File: config.mk
export PLATFORM = sky130hd
export DESIGN_NAME = ohlcv_bar_resampler_core
export DESIGN_NICKNAME = d
export VERILOG_FILES = /design/src/hw/rtl/ohlcv_pkg.sv /design/src/hw/rtl/ohlcv_cfg.sv /design/src/hw/rtl/ohlcv_rem.sv /design/src/hw/rtl/ohlcv_dp.sv /design/src/hw/rtl/ohlcv_ctrl.sv /design/src/hw/rtl/ohlcv_bar_resampler_core.sv
export SDC_FILE = /design/constraint.sdc
export NUM_CORES = 2
export LEC_CHECK = 0
export BUFFER_PORTS_ARGS = -buffer_cell sky130_fd_sc_hd__buf_2
export CAP_MARGIN = 20
export CELL_PAD_IN_SITES_DETAIL_PLACEMENT = 1
export CELL_PAD_IN_SITES_GLOBAL_PLACEMENT = 2
export CORE_MARGIN = 1.5
export CORE_UTILIZATION = 25
export DETAILED_ROUTE_END_ITERATION = 10
export GPL_TIMING_DRIVEN = 0
export PLACE_DENSITY = 0.57
export SLEW_MARGIN = 15
export SYNTH_ARGS = -nofsm -noshare
export SYNTH_HDL_FRONTEND = slang
export SYNTH_SLANG_ARGS = --single-unit
File: constraint.sdc
create_clock -name clk -period 28.1 [get_ports clk]
set_clock_uncertainty 0.05 [all_clocks]
set_input_delay 2.81 -clock clk [delete_from_list [all_inputs] [get_ports clk]]
set_output_delay 2.81 -clock clk [all_outputs]
set_load 0.02 [all_outputs]
File: src/hw/rtl/ohlcv_pkg.sv
// shared types, constants and register map of the bar resampler
package ohlcv_pkg;

  // default number of tracked securities
  localparam int NUM_SECURITIES_DEF = 16;

  // field widths
  localparam int SEC_FIELD_W = 4;
  localparam int WORD_W      = 32;
  localparam int GRAN_W      = 17;

  // granularity limits and register reset values
  localparam logic [GRAN_W-1:0] GRAN_MIN          = 17'd60;
  localparam logic [GRAN_W-1:0] GRAN_MAX          = 17'd86400;
  localparam logic [GRAN_W-1:0] GRAN_RESET        = 17'd60;
  localparam logic [WORD_W-1:0] SESSION_START_RST = 32'd0;
  localparam logic [WORD_W-1:0] SESSION_END_RST   = 32'hFFFF_FFFF;

  // remainder unit: one quotient bit per cycle
  localparam int DIV_STEPS = 32;
  localparam int DIV_CNT_W = $clog2(DIV_STEPS);

  // apb register map
  localparam int PADDR_W = 4;
  localparam int PDATA_W = 32;
  localparam logic [1:0] REG_GRAN          = 2'd0;
  localparam logic [1:0] REG_SESSION_START = 2'd1;
  localparam logic [1:0] REG_SESSION_END   = 2'd2;
  localparam logic [PADDR_W-1:0] ADDR_SESSION_START = 4'd4;

  // request commands
  localparam logic CMD_RECORD = 1'b0;
  localparam logic CMD_FLUSH  = 1'b1;

  // input request
  typedef struct packed {
    logic                   command;
    logic [SEC_FIELD_W-1:0] security;
    logic [WORD_W-1:0]      timestamp;
    logic [WORD_W-1:0]      open_price;
    logic [WORD_W-1:0]      close_price;
    logic [WORD_W-1:0]      low_price;
    logic [WORD_W-1:0]      high_price;
    logic [WORD_W-1:0]      traded_volume;
  } rec_in_t;

  // emitted bar
  typedef struct packed {
    logic [SEC_FIELD_W-1:0] bar_security;
    logic [WORD_W-1:0]      bar_start;
    logic [WORD_W-1:0]      bar_open;
    logic [WORD_W-1:0]      bar_high;
    logic [WORD_W-1:0]      bar_low;
    logic [WORD_W-1:0]      bar_close;
    logic [WORD_W-1:0]      bar_volume;
  } bar_out_t;

  // per-security accumulator entry
  typedef struct packed {
    logic [WORD_W-1:0] open_p;
    logic [WORD_W-1:0] high_p;
    logic [WORD_W-1:0] low_p;
    logic [WORD_W-1:0] close_p;
    logic [WORD_W-1:0] volume;
  } acc_t;

  // configuration as seen by the datapath
  typedef struct packed {
    logic [GRAN_W-1:0] gran_eff;
    logic [WORD_W-1:0] session_start;
    logic [WORD_W-1:0] session_end;
  } cfg_t;

  // controller to datapath
  typedef struct packed {
    logic accept;
    logic div_start;
    logic commit;
    logic sweep;
    logic sweep_clr_hd;
  } dp_cmd_t;

  // datapath to controller
  typedef struct packed {
    logic sec_ok;
    logic is_flush;
    logic in_session;
    logic advance;
    logic has_data;
    logic emit;
    logic div_done;
    logic out_free;
  } dp_stat_t;

endpackage

File: src/hw/rtl/ohlcv_cfg.sv
// apb configuration registers with granularity clamp
module ohlcv_cfg (
  input  logic                             clk,
  input  logic                             rst,
  input  logic                             psel,
  input  logic                             penable,
  input  logic                             pwrite,
  input  logic [ohlcv_pkg::PADDR_W-1:0]    paddr,
  input  logic [ohlcv_pkg::PDATA_W-1:0]    pwdata,
  output logic [ohlcv_pkg::PDATA_W-1:0]    prdata,
  output logic                             pready,
  output ohlcv_pkg::cfg_t                  cfg,
  output logic                             ss_wr
);

  logic [ohlcv_pkg::GRAN_W-1:0] gran;
  logic [ohlcv_pkg::WORD_W-1:0] session_start;
  logic [ohlcv_pkg::WORD_W-1:0] session_end;
  logic [1:0]                   reg_idx;
  logic                         wr;

  assign pready  = 1'b1;
  assign reg_idx = paddr[3:2];
  assign wr      = psel && penable && pwrite;
  assign ss_wr   = wr && (reg_idx == ohlcv_pkg::REG_SESSION_START);

  // register writes
  always_ff @(posedge clk) begin
    if (rst) begin
      gran          <= ohlcv_pkg::GRAN_RESET;
      session_start <= ohlcv_pkg::SESSION_START_RST;
      session_end   <= ohlcv_pkg::SESSION_END_RST;
    end else if (wr) begin
      unique case (reg_idx)
        ohlcv_pkg::REG_GRAN:          gran          <= pwdata[ohlcv_pkg::GRAN_W-1:0];
        ohlcv_pkg::REG_SESSION_START: session_start <= pwdata;
        ohlcv_pkg::REG_SESSION_END:   session_end   <= pwdata;
        default: ;
      endcase
    end
  end

  // read mux
  always_comb begin
    unique case (reg_idx)
      ohlcv_pkg::REG_GRAN:          prdata = ohlcv_pkg::PDATA_W'(gran);
      ohlcv_pkg::REG_SESSION_START: prdata = session_start;
      ohlcv_pkg::REG_SESSION_END:   prdata = session_end;
      default:                      prdata = '0;
    endcase
  end

  // clamp granularity into its legal range
  always_comb begin
    cfg.session_start = session_start;
    cfg.session_end   = session_end;
    if (gran < ohlcv_pkg::GRAN_MIN) begin
      cfg.gran_eff = ohlcv_pkg::GRAN_MIN;
    end else if (gran > ohlcv_pkg::GRAN_MAX) begin
      cfg.gran_eff = ohlcv_pkg::GRAN_MAX;
    end else begin
      cfg.gran_eff = gran;
    end
  end

endmodule

File: src/hw/rtl/ohlcv_rem.sv
// restoring remainder unit, one dividend bit per cycle
module ohlcv_rem (
  input  logic                           clk,
  input  logic                           rst,
  input  logic                           start,
  input  logic [ohlcv_pkg::WORD_W-1:0]   dividend,
  input  logic [ohlcv_pkg::GRAN_W-1:0]   divisor,
  output logic                           done,
  output logic [ohlcv_pkg::GRAN_W-1:0]   rem
);

  logic [ohlcv_pkg::WORD_W-1:0]    q;
  logic [ohlcv_pkg::DIV_CNT_W-1:0] cnt;
  logic                            busy;
  logic [ohlcv_pkg::GRAN_W:0]      trial;
  logic [ohlcv_pkg::GRAN_W:0]      diff;
  logic                            ge;

  // shift in next bit and try a subtract
  assign trial = {rem, q[ohlcv_pkg::WORD_W-1]};
  assign diff  = trial - {1'b0, divisor};
  assign ge    = trial >= {1'b0, divisor};
  assign done  = busy && (cnt == '0);

  always_ff @(posedge clk) begin
    if (rst) begin
      busy <= 1'b0;
    end else if (start) begin
      busy <= 1'b1;
    end else if (done) begin
      busy <= 1'b0;
    end
  end

  always_ff @(posedge clk) begin
    if (start) begin
      q   <= dividend;
      rem <= '0;
      cnt <= ohlcv_pkg::DIV_CNT_W'(ohlcv_pkg::DIV_STEPS - 1);
    end else if (busy) begin
      q   <= q << 1;
      rem <= ge ? diff[ohlcv_pkg::GRAN_W-1:0] : trial[ohlcv_pkg::GRAN_W-1:0];
      cnt <= cnt - 1'b1;
    end
  end

endmodule

File: src/hw/rtl/ohlcv_dp.sv
// datapath: per-security state memories, window logic, merge and output register
module ohlcv_dp #(
  parameter int NUM_SECURITIES = ohlcv_pkg::NUM_SECURITIES_DEF,
  parameter int SEC_W          = 4
) (
  input  logic                 clk,
  input  logic                 rst,
  input  ohlcv_pkg::cfg_t      cfg,
  input  ohlcv_pkg::dp_cmd_t   cmd,
  output ohlcv_pkg::dp_stat_t  stat,
  input  logic [SEC_W-1:0]     sweep_addr,
  input  ohlcv_pkg::rec_in_t   in_data,
  output logic                 out_valid,
  input  logic                 out_ready,
  output ohlcv_pkg::bar_out_t  out_data
);

  logic [ohlcv_pkg::WORD_W-1:0] ws_mem  [NUM_SECURITIES];
  logic                         hd_mem  [NUM_SECURITIES];
  ohlcv_pkg::acc_t              acc_mem [NUM_SECURITIES];

  ohlcv_pkg::rec_in_t           item;
  logic [ohlcv_pkg::WORD_W-1:0] rd_ws;
  logic                         rd_hd;
  ohlcv_pkg::acc_t              rd_acc;

  logic [SEC_W-1:0]             rd_addr;
  logic [SEC_W-1:0]             wr_addr;
  logic [ohlcv_pkg::WORD_W:0]   win_end;
  logic                         advance;
  logic                         is_flush;
  logic                         hd_eff;
  logic                         emit;
  logic [ohlcv_pkg::WORD_W-1:0] ws_new;
  ohlcv_pkg::acc_t              acc_new;
  logic [ohlcv_pkg::GRAN_W-1:0] rem;
  logic                         div_done;

  assign rd_addr = SEC_W'(in_data.security);
  assign wr_addr = SEC_W'(item.security);

  // latch request and read its security's state
  always_ff @(posedge clk) begin
    if (cmd.accept) begin
      item   <= in_data;
      rd_ws  <= ws_mem[rd_addr];
      rd_hd  <= hd_mem[rd_addr];
      rd_acc <= acc_mem[rd_addr];
    end
  end

  // window checks
  assign is_flush = (item.command == ohlcv_pkg::CMD_FLUSH);
  assign win_end  = {1'b0, rd_ws} + (ohlcv_pkg::WORD_W + 1)'(cfg.gran_eff);
  assign advance  = {1'b0, item.timestamp} >= win_end;
  assign emit     = is_flush ? rd_hd : (advance && rd_hd);
  assign hd_eff   = rd_hd && !advance;

  // distance into the window modulo granularity
  ohlcv_rem u_rem (
    .clk      (clk),
    .rst      (rst),
    .start    (cmd.div_start),
    .dividend (item.timestamp - rd_ws),
    .divisor  (cfg.gran_eff),
    .done     (div_done),
    .rem      (rem)
  );

  // new window start is the last grid point at or below the timestamp
  assign ws_new = advance ? (item.timestamp - ohlcv_pkg::WORD_W'(rem)) : rd_ws;

  // merge minute bar into the accumulator
  always_comb begin
    acc_new.close_p = item.close_price;
    if (hd_eff) begin
      acc_new.open_p = rd_acc.open_p;
      acc_new.low_p  = (item.low_price < rd_acc.low_p) ? item.low_price : rd_acc.low_p;
      acc_new.high_p = (item.high_price > rd_acc.high_p) ? item.high_price : rd_acc.high_p;
      acc_new.volume = rd_acc.volume + item.traded_volume;
    end else begin
      acc_new.open_p = item.open_price;
      acc_new.low_p  = item.low_price;
      acc_new.high_p = item.high_price;
      acc_new.volume = item.traded_volume;
    end
  end

  // memory writes: init sweep or commit of one request
  always_ff @(posedge clk) begin
    if (cmd.sweep) begin
      ws_mem[sweep_addr] <= cfg.session_start;
      if (cmd.sweep_clr_hd) begin
        hd_mem[sweep_addr] <= 1'b0;
      end
    end else if (cmd.commit) begin
      hd_mem[wr_addr] <= !is_flush;
      if (!is_flush) begin
        ws_mem[wr_addr]  <= ws_new;
        acc_mem[wr_addr] <= acc_new;
      end
    end
  end

  // output register
  always_ff @(posedge clk) begin
    if (rst) begin
      out_valid <= 1'b0;
    end else if (cmd.commit && emit) begin
      out_valid <= 1'b1;
    end else if (out_ready) begin
      out_valid <= 1'b0;
    end
  end

  always_ff @(posedge clk) begin
    if (cmd.commit && emit) begin
      out_data.bar_security <= item.security;
      out_data.bar_start    <= rd_ws;
      out_data.bar_open     <= rd_acc.open_p;
      out_data.bar_high     <= rd_acc.high_p;
      out_data.bar_low      <= rd_acc.low_p;
      out_data.bar_close    <= rd_acc.close_p;
      out_data.bar_volume   <= rd_acc.volume;
    end
  end

  // status to controller
  always_comb begin
    stat.sec_ok     = ohlcv_pkg::WORD_W'(item.security) < ohlcv_pkg::WORD_W'(NUM_SECURITIES);
    stat.is_flush   = is_flush;
    stat.in_session = (item.timestamp >= cfg.session_start) &&
                      (item.timestamp < cfg.session_end);
    stat.advance    = advance;
    stat.has_data   = rd_hd;
    stat.emit       = emit;
    stat.div_done   = div_done;
    stat.out_free   = !out_valid || out_ready;
  end

endmodule

File: src/hw/rtl/ohlcv_ctrl.sv
// controller: request sequencing and state memory init sweeps
module ohlcv_ctrl #(
  parameter int NUM_SECURITIES = ohlcv_pkg::NUM_SECURITIES_DEF,
  parameter int SEC_W          = 4
) (
  input  logic                 clk,
  input  logic                 rst,
  input  logic                 in_valid,
  output logic                 in_ready,
  input  logic                 ss_wr,
  input  ohlcv_pkg::dp_stat_t  stat,
  output ohlcv_pkg::dp_cmd_t   cmd,
  output logic [SEC_W-1:0]     sweep_addr
);

  localparam int CNT_W = $clog2(NUM_SECURITIES + 1);

  typedef enum logic [4:0] {
    S_SWEEP  = 5'b00001,
    S_IDLE   = 5'b00010,
    S_CHECK  = 5'b00100,
    S_DIV    = 5'b01000,
    S_COMMIT = 5'b10000
  } state_t;

  state_t           state;
  state_t           state_next;
  logic [CNT_W-1:0] cnt;
  logic [CNT_W-1:0] cnt_next;
  logic             clr_hd;
  logic             clr_hd_next;
  logic             pend;
  logic             pend_next;
  logic             sweep_last;

  assign sweep_addr = cnt[SEC_W-1:0];
  assign sweep_last = (cnt == CNT_W'(NUM_SECURITIES - 1));
  assign in_ready   = (state == S_IDLE) && !pend;

  always_ff @(posedge clk) begin
    if (rst) begin
      state  <= S_SWEEP;
      cnt    <= '0;
      clr_hd <= 1'b1;
      pend   <= 1'b0;
    end else begin
      state  <= state_next;
      cnt    <= cnt_next;
      clr_hd <= clr_hd_next;
      pend   <= pend_next;
    end
  end

  // next state and datapath commands
  always_comb begin
    state_next       = state;
    cnt_next         = '0;
    clr_hd_next      = clr_hd;
    pend_next        = pend || ss_wr;
    cmd.accept       = 1'b0;
    cmd.div_start    = 1'b0;
    cmd.commit       = 1'b0;
    cmd.sweep        = 1'b0;
    cmd.sweep_clr_hd = clr_hd;
    unique case (state)
      S_SWEEP: begin
        cmd.sweep = 1'b1;
        if (sweep_last) begin
          clr_hd_next = 1'b0;
          state_next  = S_IDLE;
        end else begin
          cnt_next = cnt + 1'b1;
        end
      end
      S_IDLE: begin
        if (pend) begin
          pend_next  = ss_wr;
          state_next = S_SWEEP;
        end else if (in_valid) begin
          cmd.accept = 1'b1;
          state_next = S_CHECK;
        end
      end
      S_CHECK: begin
        if (!stat.sec_ok) begin
          state_next = S_IDLE;
        end else if (stat.is_flush) begin
          state_next = stat.has_data ? S_COMMIT : S_IDLE;
        end else if (!stat.in_session) begin
          state_next = S_IDLE;
        end else if (stat.advance) begin
          cmd.div_start = 1'b1;
          state_next    = S_DIV;
        end else begin
          state_next = S_COMMIT;
        end
      end
      S_DIV: begin
        if (stat.div_done) begin
          state_next = S_COMMIT;
        end
      end
      S_COMMIT: begin
        // hold while a bar must go out and the output register is full
        if (!stat.emit || stat.out_free) begin
          cmd.commit = 1'b1;
          state_next = S_IDLE;
        end
      end
      default: begin
        state_next = S_IDLE;
      end
    endcase
  end

endmodule

File: src/hw/rtl/ohlcv_bar_resampler_core.sv
// top level of the ohlcv bar resampler
// Merges per-security one-minute bars into bars of a programmable length and
// emits each finished bar on the output channel. A request passes through accept,
// state read and check, then commit when it stays in its current window or
// flushes an open bar; through accept and check only when it is dropped or flushes
// a security with no open bar; and through accept, check, the remainder unit and
// commit when it moves the window forward, the one-bit-per-cycle remainder unit finding the new window start.
// A commit that emits a bar waits as long as the output register is still full.
// After reset, and after every session_start write, a sweep over all NUM_SECURITIES
// entries rewrites the per-security window starts (after reset it also clears
// the open-bar flags); in_ready stays low during the sweep. A finished bar waits
// in the output register while the next request is taken in.
module ohlcv_bar_resampler_core #(
  parameter int NUM_SECURITIES = ohlcv_pkg::NUM_SECURITIES_DEF
) (
  input  logic                            clk,
  input  logic                            rst,
  input  logic                            in_valid,
  output logic                            in_ready,
  input  ohlcv_pkg::rec_in_t              in_data,
  output logic                            out_valid,
  input  logic                            out_ready,
  output ohlcv_pkg::bar_out_t             out_data,
  input  logic                            psel,
  input  logic                            penable,
  input  logic                            pwrite,
  input  logic [ohlcv_pkg::PADDR_W-1:0]   paddr,
  input  logic [ohlcv_pkg::PDATA_W-1:0]   pwdata,
  output logic [ohlcv_pkg::PDATA_W-1:0]   prdata,
  output logic                            pready
);

  localparam int SEC_W = (NUM_SECURITIES > 1) ? $clog2(NUM_SECURITIES) : 1;

  ohlcv_pkg::cfg_t     cfg;
  ohlcv_pkg::dp_cmd_t  cmd;
  ohlcv_pkg::dp_stat_t stat;
  logic                ss_wr;
  logic [SEC_W-1:0]    sweep_addr;

  // configuration registers
  ohlcv_cfg u_cfg (
    .clk     (clk),
    .rst     (rst),
    .psel    (psel),
    .penable (penable),
    .pwrite  (pwrite),
    .paddr   (paddr),
    .pwdata  (pwdata),
    .prdata  (prdata),
    .pready  (pready),
    .cfg     (cfg),
    .ss_wr   (ss_wr)
  );

  // controller
  ohlcv_ctrl #(
    .NUM_SECURITIES (NUM_SECURITIES),
    .SEC_W          (SEC_W)
  ) u_ctrl (
    .clk        (clk),
    .rst        (rst),
    .in_valid   (in_valid),
    .in_ready   (in_ready),
    .ss_wr      (ss_wr),
    .stat       (stat),
    .cmd        (cmd),
    .sweep_addr (sweep_addr)
  );

  // datapath
  ohlcv_dp #(
    .NUM_SECURITIES (NUM_SECURITIES),
    .SEC_W          (SEC_W)
  ) u_dp (
    .clk        (clk),
    .rst        (rst),
    .cfg        (cfg),
    .cmd        (cmd),
    .stat       (stat),
    .sweep_addr (sweep_addr),
    .in_data    (in_data),
    .out_valid  (out_valid),
    .out_ready  (out_ready),
    .out_data   (out_data)
  );

endmodule

==> impl_summary.md <==
Clocking
Clock tree synthesis selected as its root buffer the cell clkbuf_16. The clock tree synthesis step divided the H-tree into 5 levels. The clock tree from TritonCTS is built. For this design, the sink count on the clock tree is 3823. The clock reaches the later pin of the worst-skew pair after 1.04 ns.

After clock tree synthesis, the clock-pin slew on the worst setup and hold paths is 0.06 ns. TritonCTS created 408 clock buffers. Counting along the longest clock path gives a buffer depth of 4. The count of hold buffers inserted by post-cts repair is 0.

After clock tree synthesis, the setup repair step added 0 buffers. The number of instances resized during post-cts repair is 0.

Synth
In this run, synthesis inferred 3706 flip-flops with an integrated enable. The share of flip-flops with an asynchronous set or reset is 0%. The number of nets handed over by synthesis was 7980. In the synthesized netlist the dominant register cell turns out to be edfxtp_1.

In the synthesized netlist, the cells that appear most often are edfxtp_1 (3706), mux4_2 (937), nand2_1 (399). Synthesis instantiated slightly below 80 different standard cells from the library. The total standard cell area after synthesis is 0.152 mm2. The mean instance size in the synthesized netlist is 20.3 um2.

After synthesis the netlist holds a flip-flop and latch count of 3823. The Yosys step of the flow raised 0 warnings. Yosys attributes the largest share of cell area to edfxtp_1 (73%), mux4_2 (14%), ha_1 (2.3%), dfxtp_1 (1.5%), nand2_1 (0.99%).

After synthesis, the largest area contributor takes up 73.4% of total cell area. The gate count after technology mapping is 7461. The post-synthesis sequential area ratio is 74.9%. The cell type with the largest total area after synthesis is edfxtp_1.

The library cell with the highest instance count after synthesis is edfxtp_1.

Timing
Hold is met by 0.371 ns. The routed design could run at a clock period as short as 12.18 ns. The number of max-slew violations in the final report is 0.

Setup repair after global routing left no endpoint under its margin. In the finished design, the share of the clock period the worst path needs comes to between 40 and 50%. The total count of hold-check failures in the final report is 0. Headroom to the max-slew limit came out at 11.4%. For the pin with the worst max-slew slack, the measured transition is 1.33 ns. Based on the critical path, the design can be clocked at up to roughly 80 MHz. The final number of setup-violating endpoints is 0.

Drt
The number of vias after detailed routing is 78734. The number of antenna-violating nets in the routed design is 0. After the first detailed-routing iteration, the DRC count stood at 7054. The detailed-route vias per instance is 4.61. After detailed routing, the total wire length is ~480000 um.

In the routed design, unresolved DRC markers number 0. The routed wirelength normalized by instance count is 28.1 um. Before antenna repair, the detailed router went through 5 iterations.

Setup path
STA puts the critical path data arrival time at 12.88 ns. The required time reported for the critical path endpoint is 28.80 ns. The slowest library cell on the worst path is a2111oi_0. The critical path endpoint category is a flip-flop.

In this design, the critical path's most frequently occurring cell is buf_16. Along the worst path, the maximum fanout reaches 14. The element type at the critical path start is a flip-flop.

The critical path is of the flip-flop to flip-flop type. On the worst path, the slowest cell contributes a delay of 0.76 ns.

Die
approximately 470 I/O pins were placed. The initial utilization of the core area, before any placement, comes to between 20 and 30%. The number of rows in the core area is 285. The die is 782 um tall. Measured along the x axis, the die boundary spans 782 um. The placeable core area is just over 0.6 mm2. The die covers around 0.61 mm2.

Power and ir drop
The share of total power dissipated in sequential elements is 51.7%. The peak ir drop on the vdd network is 0.0539 mV. The fraction of power consumed by the clock network is 43.6%. In this run the power density over the cells is ~66 mW/mm2. In this run, the combinational gates consume 4.7% of the power. Summed over all nets, the switching power comes to approximately 2.7 mW. Net switching is 22.2% of the power. The internal power of the cells totals 9.44 mW.

The leakage dissipation is about 60 nW.

Global route
The remaining global-route overflow is 0. The first global-routing pass estimated 670000 um of wire. The initial antenna violation count was 55.

The pin count of the biggest net entering global routing is 51. For this run, the total global-route usage over all layers was measured as 15.3%. The via count of the first global-routing pass is about 84000.

Layout
In the final design database the tool counted 9216 nets. The post-route core utilization is 30.6%. The area growth from synthesis to layout is 21.9%.

Summing all flip-flop and latch instances after layout gives 0.114 mm2. In the final layout, the share of cells above drive strength 1 is 28.0%. Summing all multi-input logic gate instances after layout gives 0.0365 mm2. The layout has 61428 filler cells.

Min path
The class of the most critical hold timing path is flip-flop to flip-flop.

Job
The number of max-cap violations is 0.

Place
After legalization and detailed placement, the total HPWL measured roughly 340000 um. During placement, the flow inserted port buffers numbering 467. The congestion estimate from routability-driven global placement came to ~0.8.

Run status
The flow ran to the end, and the final reports show no timing, DRC or antenna violations.
==> final timing paths <==
| check | from | slack, ns | endpoint | cells after the start |
|---|---|---|---|---|
| max | u_cfg.gran[9] | 15.92 | u_dp.acc_mem[13][37] | 40 |
| min | u_dp.rd_acc[40] | 0.37 | u_dp.out_data[40] | 0 |
| max reg2reg | u_cfg.gran[9] | 15.92 | u_dp.acc_mem[13][37] | 40 |
| min reg2reg | u_dp.rd_acc[40] | 0.37 | u_dp.out_data[40] | 0 |
==> power groups by stage <==
| stage | logic [mW] | clock network (mW) | registers [mW] |
|---|---|---|---|
| global placement | 0.527 | 0 | 6.40 |
| finish | 0.571 | 5.30 | 6.27 |
| global route | 0.609 | 5.61 | 6.27 |
| CTS | 0.583 | 5.43 | 6.27 |
| floorplan | 0.324 | 0 | 6.38 |
| detailed placement | 0.580 | 0 | 6.39 |
==> logic make-up (layout without fill, tap and decap cells) <==
kind of cell	count (synthesis)	after routing	share of synthesized area (%)
buffers and inverters	534	2110	1.36
other	1	8	0.00247
multiplexers	1059	1059	14.8
AO/OA/AOI/OAI	752	752	3.18
AND/OR/NAND/NOR	884	884	2.69
flip-flops	3823	3823	74.9
adder cells (fa/ha/maj)	279	279	2.33
XOR/XNOR	129	129	0.745
==> per-stage QoR <==
step / setup slack, ns / std cells / total power [mW] / setup TNS (ns) / area [um2]
2_1_floorplan: 13.14 / 7461 / 6.71 / 0 / 152000
3_3_place_gp: -1.05 / 15964 / 6.93 / -1104.52 / 164000
3_5_place_dp: 15.76 / 16310 / 6.97 / 0 / 172000
4_1_cts: 15.71 / 17060 / 12.3 / 0 / 185000
5_1_grt: 15.38 / 17075 / 12.5 / 0 / 185000
6_report: 15.92 / 17080 / 12.1 / 0 / 185000
==> area by class of cell <==
type                    instances  area share (%)
plain buffers                 317           0.721
repair buffers                826            5.15
inverters                     217           0.441
clock inverters               259            1.34
diodes                          7         0.00948
flip-flops and latches       3823            61.5
clock buffers                 491            5.71
multi-input cells            3104            19.7
well taps                    8036            5.44
==> state kept, by name, indices dropped and copies added (netlist names), 4 cells and up <==
| register | count |
|---|---|
| u_dp.u_rem.rem | 17 |
| u_dp.acc_new | 32 |
| u_cfg.session_end | 32 |
| u_dp.wr_addr | 4 |
| u_dp.ws_mem | 512 |
| u_dp.rd_acc | 160 |
| u_dp.acc_mem | 2560 |
| u_dp.u_rem.q | 32 |
| u_dp.item | 160 |
| u_dp.hd_mem | 16 |
| u_ctrl.state | 5 |
| u_cfg.gran | 17 |
| u_dp.u_rem.cnt | 5 |
| u_dp.out_data | 196 |
| u_dp.rd_ws | 32 |
| u_ctrl.cnt | 5 |
| u_cfg.session_start | 32 |
==> metal layers <==
metal | routed length (um) | track usage (%) | vias to the layer above
met5 | 43 | 0 | -
met3 | 24900 | 2.26 | 537
li1 | - | - | 33241
met4 | 8840 | 2.78 | 6
met2 | 236000 | 26.2 | 2227
met1 | 210000 | 20.9 | 42723
==> critical path: cells and delay by family, from the launching register on <==
kind	cells	cell delay (ns)
buffers and inverters	10	2.14
XOR/XNOR	1	0.16
flip-flops	1	0.36
AO/OA/AOI/OAI	16	5.31
adder cells (fa/ha/maj)	3	0.96
AND/OR/NAND/NOR	10	2.84
==> placed cells by master (no fill, tap or decap), types with 57 or more instances in the layout <==
cell       synthesis  final
clkinv_1           0     87
ha_1             274    274
inv_1            216    216
clkbuf_16          0    409
buf_2              9    515
a21oi_1          218    203
edfxtp_1        3706   3706
a21o_1            75     75
nor2_1           157    140
mux4_2           937    937
o21ai_0          163    123
clkbuf_1         208    260
xnor2_1           72     71
buf_16             0    115
nor2b_1           67     67
xor2_1            57     57
clkinv_2           0     90
mux2_1            60     60
buf_12             0    139
nand2_1          399    399
dfxtp_1          117    117
Note: power is estimated with default switching activity, not from simulation.
